**config.mk**
```make
export PLATFORM = sky130hd
export DESIGN_NAME = ordered_two_input_relay_pulse
export DESIGN_NICKNAME = d
export VERILOG_FILES = /design/src/rtl/otrp_pkg.sv /design/src/rtl/otrp_debounce.sv /design/src/rtl/otrp_ctrl.sv /design/src/rtl/ordered_two_input_relay_pulse.sv
export SDC_FILE = /design/constraint.sdc
export NUM_CORES = 1
export LEC_CHECK = 0
export BUFFER_PORTS_ARGS = -buffer_cell sky130_fd_sc_hd__buf_2
export CORE_AREA = 4 4 134 136
export DETAILED_ROUTE_END_ITERATION = 8
export DIE_AREA = 0 0 138 140
export PLACE_DENSITY_LB_ADDON = 0.3
export SYNTH_ARGS = -nofsm -noshare
export SYNTH_HDL_FRONTEND = slang
export SYNTH_SLANG_ARGS = --single-unit
export TNS_END_PERCENT = 5
```
**constraint.sdc**
```tcl
create_clock -name clk -period 4.9 [get_ports clk]
set_input_delay 0.49 -clock clk [delete_from_list [all_inputs] [get_ports clk]]
set_output_delay 0.49 -clock clk [all_outputs]
set_load 0.005 [all_outputs]
```
**src/rtl/otrp_pkg.sv**
```systemverilog
// Package for the ordered two-input relay pulse block.
// Holds the widths, register reset values, register indexes and shared types.
// No dependencies.
package otrp_pkg;

	// widths
	localparam int AGE_W = 17;
	localparam int CFG_W = 16;
	localparam int IDX_W = 2;

	// saturation ceiling of every age counter
	localparam logic [AGE_W-1:0] AGE_MAX = {AGE_W{1'b1}};

	// register reset values
	localparam logic [CFG_W-1:0] DEBOUNCE_RESET = 16'd100;
	localparam logic [CFG_W-1:0] WINDOW_RESET   = 16'd3000;
	localparam logic [CFG_W-1:0] RELAY_RESET    = 16'd1000;

	// register indexes
	localparam logic [IDX_W-1:0] REG_DEBOUNCE = 2'd0;
	localparam logic [IDX_W-1:0] REG_WINDOW   = 2'd1;
	localparam logic [IDX_W-1:0] REG_RELAY    = 2'd2;

	// debounced press pulses of both inputs for one tick
	typedef struct packed {
		logic a;
		logic b;
	} press_t;

	// decision of the arming logic for one tick
	typedef struct packed {
		logic relay_drive;
		logic armed;
	} ctrl_out_t;

	// saturating increment of an age counter
	function automatic logic [AGE_W-1:0] age_inc(input logic [AGE_W-1:0] v);
		logic [AGE_W-1:0] r;
		r = (v == AGE_MAX) ? AGE_MAX : v + 1'b1;
		return r;
	endfunction

endpackage

```
**src/rtl/otrp_debounce.sv**
```systemverilog
// Debounce filter for one active-low input, one tick per step.
// Gives the press pulse of the current tick combinationally and commits state on step.
// Depends on otrp_pkg.
module otrp_debounce import otrp_pkg::*; (
	input  logic             clk,
	input  logic             arst_n,
	input  logic             step,
	input  logic             raw,
	input  logic [CFG_W-1:0] debounce_ticks,
	output logic             press
);

	logic             stable_q;
	logic             last_raw_q;
	logic [AGE_W-1:0] age_q;

	logic [AGE_W-1:0] age_d;
	logic             stable_d;
	logic             take;

	// a raw change restarts the age, otherwise it counts up
	always_comb begin
		age_d    = (raw != last_raw_q) ? '0 : age_inc(age_q);
		take     = (age_d >= {1'b0, debounce_ticks}) && (stable_q != raw);
		stable_d = take ? raw : stable_q;
		press    = take && !raw;
	end

	// filter state
	always_ff @(posedge clk or negedge arst_n) begin
		if (!arst_n) begin
			stable_q   <= 1'b1;
			last_raw_q <= 1'b1;
			age_q      <= '0;
		end else if (step) begin
			stable_q   <= stable_d;
			last_raw_q <= raw;
			age_q      <= age_d;
		end
	end

endmodule

```
**src/rtl/otrp_ctrl.sv**
```systemverilog
// Arming window and relay timer for the relay pulse block.
// Takes both press pulses of a tick and commits pending and relay state on step.
// Depends on otrp_pkg.
module otrp_ctrl import otrp_pkg::*; (
	input  logic             clk,
	input  logic             arst_n,
	input  logic             step,
	input  press_t           press,
	input  logic [CFG_W-1:0] window_ticks,
	input  logic [CFG_W-1:0] relay_on_ticks,
	output ctrl_out_t        result
);

	logic             pending_q;
	logic [AGE_W-1:0] pending_age_q;
	logic             relay_on_q;
	logic [AGE_W-1:0] relay_age_q;

	logic             pending_d;
	logic [AGE_W-1:0] pending_age_d;
	logic             relay_on_d;
	logic [AGE_W-1:0] relay_age_d;

	// one tick of the arm / fire / timeout sequence
	always_comb begin
		pending_d     = pending_q;
		relay_on_d    = relay_on_q;
		pending_age_d = pending_q ? age_inc(pending_age_q) : pending_age_q;
		relay_age_d   = relay_on_q ? age_inc(relay_age_q) : relay_age_q;
		if (!relay_on_q) begin
			if (!pending_d && press.a) begin
				pending_d     = 1'b1;
				pending_age_d = '0;
			end
			if (pending_d && press.b) begin
				if (pending_age_d <= {1'b0, window_ticks}) begin
					relay_on_d  = 1'b1;
					relay_age_d = '0;
				end
				pending_d = 1'b0;
			end
			if (pending_d && (pending_age_d > {1'b0, window_ticks}))
				pending_d = 1'b0;
		end else if (relay_age_d >= {1'b0, relay_on_ticks}) begin
			relay_on_d = 1'b0;
		end
		result.relay_drive = relay_on_d;
		result.armed       = pending_d;
	end

	// sequence state
	always_ff @(posedge clk or negedge arst_n) begin
		if (!arst_n) begin
			pending_q     <= 1'b0;
			pending_age_q <= '0;
			relay_on_q    <= 1'b0;
			relay_age_q   <= '0;
		end else if (step) begin
			pending_q     <= pending_d;
			pending_age_q <= pending_age_d;
			relay_on_q    <= relay_on_d;
			relay_age_q   <= relay_age_d;
		end
	end

	// firing always clears the pending state, so both are never set together
	assert property (@(posedge clk) disable iff (!arst_n) !(pending_q && relay_on_q))
		else $error("relay on while still armed");

	// the relay only switches on from a press of B in a stepped tick
	assert property (@(posedge clk) disable iff (!arst_n)
		$rose(relay_on_q) |-> $past(step && press.b))
		else $error("relay fired without a press on B");

	// arming only comes from a press of A in a stepped tick
	assert property (@(posedge clk) disable iff (!arst_n)
		$rose(pending_q) |-> $past(step && press.a))
		else $error("armed without a press on A");

endmodule

```
**src/rtl/ordered_two_input_relay_pulse.sv**
```systemverilog
// Top level of the ordered two-input relay pulse block.
// Instantiates two otrp_debounce filters and otrp_ctrl; holds the registers and pipeline.
// Depends on otrp_pkg, otrp_debounce, otrp_ctrl.

// Each input request is one tick carrying the raw active-low levels of inputs A
// and B; each tick gives exactly one result request with the relay level, both
// debounced press pulses and the armed flag. The block takes one request per
// clock cycle: a tick is captured in an input register, and all filter and
// sequence state is updated in a single pass on the way to the result register,
// so a result is presented once its tick moves on into the result register. A stalled
// result holds the tick behind it in the input register, and the input stalls once
// that register is full. The user must write the registers through cfg_we /
// cfg_index / cfg_data only while no tick is in flight; the block does not enforce
// this. Writes apply from the next tick; index 3 is ignored. There is no start-up sweep.
module ordered_two_input_relay_pulse import otrp_pkg::*; (
	input  logic             clk,
	input  logic             arst_n,
	// tick requests
	input  logic             in_valid,
	output logic             in_stall,
	input  logic             raw_level_a,
	input  logic             raw_level_b,
	// result requests
	output logic             out_valid,
	input  logic             out_stall,
	output logic             relay_drive,
	output logic             press_a,
	output logic             press_b,
	output logic             armed,
	// register writes
	input  logic             cfg_we,
	input  logic [IDX_W-1:0] cfg_index,
	input  logic [CFG_W-1:0] cfg_data
);

	logic [CFG_W-1:0] debounce_ticks_q;
	logic [CFG_W-1:0] window_ticks_q;
	logic [CFG_W-1:0] relay_on_ticks_q;

	logic      valid_s1;
	logic      raw_a_s1;
	logic      raw_b_s1;
	logic      in_take;
	logic      advance;
	press_t    press;
	ctrl_out_t ctrl_res;
	logic      out_valid_q;

	// register file
	always_ff @(posedge clk or negedge arst_n) begin
		if (!arst_n) begin
			debounce_ticks_q <= DEBOUNCE_RESET;
			window_ticks_q   <= WINDOW_RESET;
			relay_on_ticks_q <= RELAY_RESET;
		end else if (cfg_we) begin
			case (cfg_index)
				REG_DEBOUNCE: debounce_ticks_q <= cfg_data;
				REG_WINDOW:   window_ticks_q   <= cfg_data;
				REG_RELAY:    relay_on_ticks_q <= cfg_data;
				default: ;
			endcase
		end
	end

	// stage 1 moves on when the result register is empty or being drained
	assign advance  = valid_s1 && (!out_valid_q || !out_stall);
	assign in_stall = valid_s1 && !advance;
	assign in_take  = in_valid && !in_stall;

	// input register
	always_ff @(posedge clk or negedge arst_n) begin
		if (!arst_n)
			valid_s1 <= 1'b0;
		else if (in_take)
			valid_s1 <= 1'b1;
		else if (advance)
			valid_s1 <= 1'b0;
	end

	always_ff @(posedge clk) begin
		if (in_take) begin
			raw_a_s1 <= raw_level_a;
			raw_b_s1 <= raw_level_b;
		end
	end

	// per-tick state update
	otrp_debounce u_deb_a (
		.clk            (clk),
		.arst_n         (arst_n),
		.step           (advance),
		.raw            (raw_a_s1),
		.debounce_ticks (debounce_ticks_q),
		.press          (press.a)
	);

	otrp_debounce u_deb_b (
		.clk            (clk),
		.arst_n         (arst_n),
		.step           (advance),
		.raw            (raw_b_s1),
		.debounce_ticks (debounce_ticks_q),
		.press          (press.b)
	);

	otrp_ctrl u_ctrl (
		.clk            (clk),
		.arst_n         (arst_n),
		.step           (advance),
		.press          (press),
		.window_ticks   (window_ticks_q),
		.relay_on_ticks (relay_on_ticks_q),
		.result         (ctrl_res)
	);

	// result register
	always_ff @(posedge clk or negedge arst_n) begin
		if (!arst_n)
			out_valid_q <= 1'b0;
		else if (advance)
			out_valid_q <= 1'b1;
		else if (!out_stall)
			out_valid_q <= 1'b0;
	end

	always_ff @(posedge clk) begin
		if (advance) begin
			relay_drive <= ctrl_res.relay_drive;
			press_a     <= press.a;
			press_b     <= press.b;
			armed       <= ctrl_res.armed;
		end
	end

	assign out_valid = out_valid_q;

	// the input side only backs up when stage 1 is holding a tick
	assert property (@(posedge clk) disable iff (!arst_n) in_stall |-> valid_s1)
		else $error("input stalled with stage 1 empty");

	// a tick that moves on always lands in the result register
	assert property (@(posedge clk) disable iff (!arst_n) advance |=> out_valid_q)
		else $error("tick lost between stage 1 and result");

	// a held tick in stage 1 keeps its levels until it moves on
	assert property (@(posedge clk) disable iff (!arst_n)
		(valid_s1 && !advance) |=> (valid_s1 && $stable(raw_a_s1) && $stable(raw_b_s1)))
		else $error("held tick changed in stage 1");

endmodule

```
==> impl_metrics.csv <==
group,metric,value,unit
outcome,status,"finished with violations",
outcome,violations,"setup timing",
setup_path,slowest_stage,"a2111o_1",
setup_path,crit_family,"compound AO/OA/AOI/OAI gates",
synth,synth_ff_type,"dfrtp_1",
layout,final_nets,1076,
timing,tightest_slew,0.800,ns
floorplanning,rows,48,
synth,synth_top_family_by_area,"simple AND/OR/NAND/NOR gates",
clock_tree,clock_sinks,130,
place,placed_cells,1186,
setup_path,path_class,"reg -> reg",
synth,synth_most_common_cell,"a21oi_1",
synth,async_flop_share,95.4,%
layout,stdcell_count,1221,
layout,n_antenna_cell,0,
global_route,grt_max_degree,60,
clock_tree,clkTransAtPathRegs,0.06,ns
global_route,grt_pass1_vias,6623,
job,cap_viol_max_count,0,
routing,drt_wl_total,19800,um
timing,min_period,5.05,ns
timing,skew,0.00713,ns
layout,design_area,0.00975,sq mm
synth,ys_top_cells_by_area,"dfrtp_1 31%, ha_1 10%, mux2_2 8.5%, a21oi_1 6.9%, dfstp_2 6.3%",
routing,vias,6701,
synth,synth_edf_count,6,
place,post-place-ws,-0.289,ns
floorplanning,ioPinCount,31,
clock_tree,clk_latency,0.42,ns
synth,yosys.area.top_type_share,31.3,%
routing,first_pass_iters,4,
clock_tree,cts_max_level,4,
floorplanning,die_h,140,um
setup_path,crit_top_cell,"buf_4",
worst_hold_path,hold_path_class,"in -> async",
global_route,antenna_found_initial,0,
routing,drc_errors,0,
synth,synth-xor-area-share,5.58,%
floorplanning,die_x,138,um
clock_tree,cts-root-buf,"clkbuf_16",
timing,hold_viol_final,0,
synth,ys_warn_count,0,
timing,slew_headroom,46.7,%
place,dp_hpwl,14400,um
floorplanning,dieArea,0.0193,sq mm
floorplanning,core_area,0.0169,sq mm
layout,syn2layout_area_growth,17.5,%
synth,synthMuxAreaShare,8.79,%
layout,fill_cells,1541,
setup_path,arrival,5.33,ns
place,gp_congestion,0.878,
synth,synth_area,0.00830,sq mm
timing,fmax,198,MHz
synth,ys_ff_latch,130,
synth,avgSynthCellArea,9.17,sq um
routing,drt-initial-drc-count,513,
synth,ys_types,63,
clock_tree,cts_tree,"done",
synth,synthAdderAreaFrac,10.2,%
place,dpl_cell_area,0.00909,sq mm
timing,setup_viol,20,
clock_tree,cts-hold-fix-buffers,0,
layout,drive_gt1_share,24.4,%
timing,rsz0062_at_grt,"yes",
clock_tree,clock_path_buffers,2,
synth,synth_common_cells,"115 x a21oi_1, 104 x dfrtp_1, 98 x nand2_1, 74 x nor2_1, 68 x ha_1",
setup_path,max_stage_delay,0.37,ns
routing,routed_via_density,5.49,
synth,syn_inst,905,
synth,synth-simple-area-share,16.9,%
global_route,grt_pass1_wl,33400,um
timing,min_period_over_period,103,%
place,portBuffers,30,
timing,fin_ws,-0.146,ns
synth,synth_compound_area_share,13.6,%
synth,synth_nets,998,
floorplanning,initial_core_util,49.0,%
setup_path,critPathBufInv,4,
synth,synth_area_leader_cell,"dfrtp_1",
synth,ys_seq_area_share,39.8,%
routing,wl_per_cell,16.2,um
setup_path,worst_setup_path_end_kind,"flip-flop",
clock_tree,cts_buffers,17,
pwr,cellLeakagePower,4.49,nW
setup_path,critPathLaunchType,"flip-flop",
setup_path,cp.required,5.19,ns
routing,antenna_left,0,
pwr,power_density,343,mW/mm^2
setup_path,crit_fanout,4,
global_route,grt_overflow,0,
pwr,ir_drop,0.000281,V
timing,slew_violations,0,
global_route,grt.total_usage,21.1,%
cell usage in the layout (no fill, tap or decap), types with 6 or more instances in the layout:
master and n:
xnor2_1 29, nand2b_1 7, a21oi_2 7, mux2_2 63
nand4_1 20, a21oi_1 108, and4_1 6, nand3_1 32
and3_1 8, dfrtp_1 104, nor2_1 73, ha_1 67
nor3_1 10, inv_1 66, o21ai_0 42, clkbuf_16 17
buf_2 29, nand2_1 95, edfxtp_1 6, xor2_1 22
buf_4 62, dfstp_2 20
power breakdown:
| group | switching [mW] | leakage, nW | internal, mW | total [mW] |
|---|---|---|---|---|
| clock network | 0.464 | 0.288 | 0.800 | 1.26 |
| logic | 0.427 | 2.62 | 0.329 | 0.756 |
| registers | 0.0923 | 1.58 | 1.23 | 1.32 |
per-layer routing:
| layer | GRT usage, % | up-vias | share of wire [%] |
|---|---|---|---|
| met5 | 0 | - | 0 |
| met4 | 8.32 | 0 | 2.3 |
| met3 | 3.00 | 29 | 2.9 |
| met2 | 33.8 | 126 | 47 |
| met1 | 29.1 | 3202 | 48 |
| li1 | - | 3344 | - |
cell families after synthesis:
group | Yosys count
adder cells (fa/ha/maj) | 68
buffers and inverters | 102
AO/OA/AOI/OAI | 201
AND/OR/NAND/NOR | 287
flip-flops | 130
XOR/XNOR | 52
multiplexers | 65
sequential cells by signal, indices dropped and copies added, names as in the netlist, 16 cells and up:
name,cells
u_ctrl.pending_age_q,17
u_ctrl.relay_age_q,17
u_deb_a.age_q,17
u_deb_b.age_q,17
debounce_ticks_q,16
relay_on_ticks_q,16
window_ticks_q,16
timing repair:
item / CTS / global route
endpoints found under the setup margin: 21 / 21
pin swaps: 11 / 4
buffers inserted: 3 / 0
resized for setup: 8 / 5
per-stage QoR:
stage / utilization [%] / hold slack (ns) / power [mW] / setup TNS, ns
after detailed placement: 53.7 / 0.466 / 2.08 / -4.55
after global routing: 57.6 / 0.215 / 3.52 / -9.49
after global placement: 53.7 / 0.456 / 2.05 / -2.41
after CTS: 57.5 / 0.172 / 3.36 / -3.09
after floorplan: - / 0.194 / 1.83 / -1.62
final: 57.6 / 0.144 / 3.34 / -2.19
path summary, 6_finish.rpt:
kind / from / endpoint / slack, ns / depth (start not counted)
hold / removal: arst_n / u_ctrl.pending_age_q[11] / 0.14 / 1
max in group asynchronous: arst_n / relay_on_ticks_q[15] / 3.60 / 2
hold reg to reg: u_deb_b.last_raw_q / u_deb_b.last_raw_q / 0.47 / 2
setup reg to reg: u_deb_a.age_q[0] / u_ctrl.relay_age_q[0] / -0.15 / 26
min in group clk: raw_level_a / raw_a_s1 / 0.24 / 1
setup / recovery: u_deb_a.age_q[0] / u_ctrl.relay_age_q[0] / -0.15 / 26
layout make-up:
| class | instances | area (sq um) | area share (%) |
|---|---|---|---|
| Clock buffer | 26 | 499 | 5.12 |
| Clock inverter | 6 | 80.1 | 0.821 |
| Inverter | 67 | 251 | 2.58 |
| Multi-Input combinational cell | 673 | 4690 | 48.1 |
| Sequential cell | 130 | 3310 | 33.9 |
| Tap cell | 225 | 282 | 2.89 |
| Timing Repair Buffer | 94 | 644 | 6.61 |
Note: power is estimated with default switching activity, not from simulation.
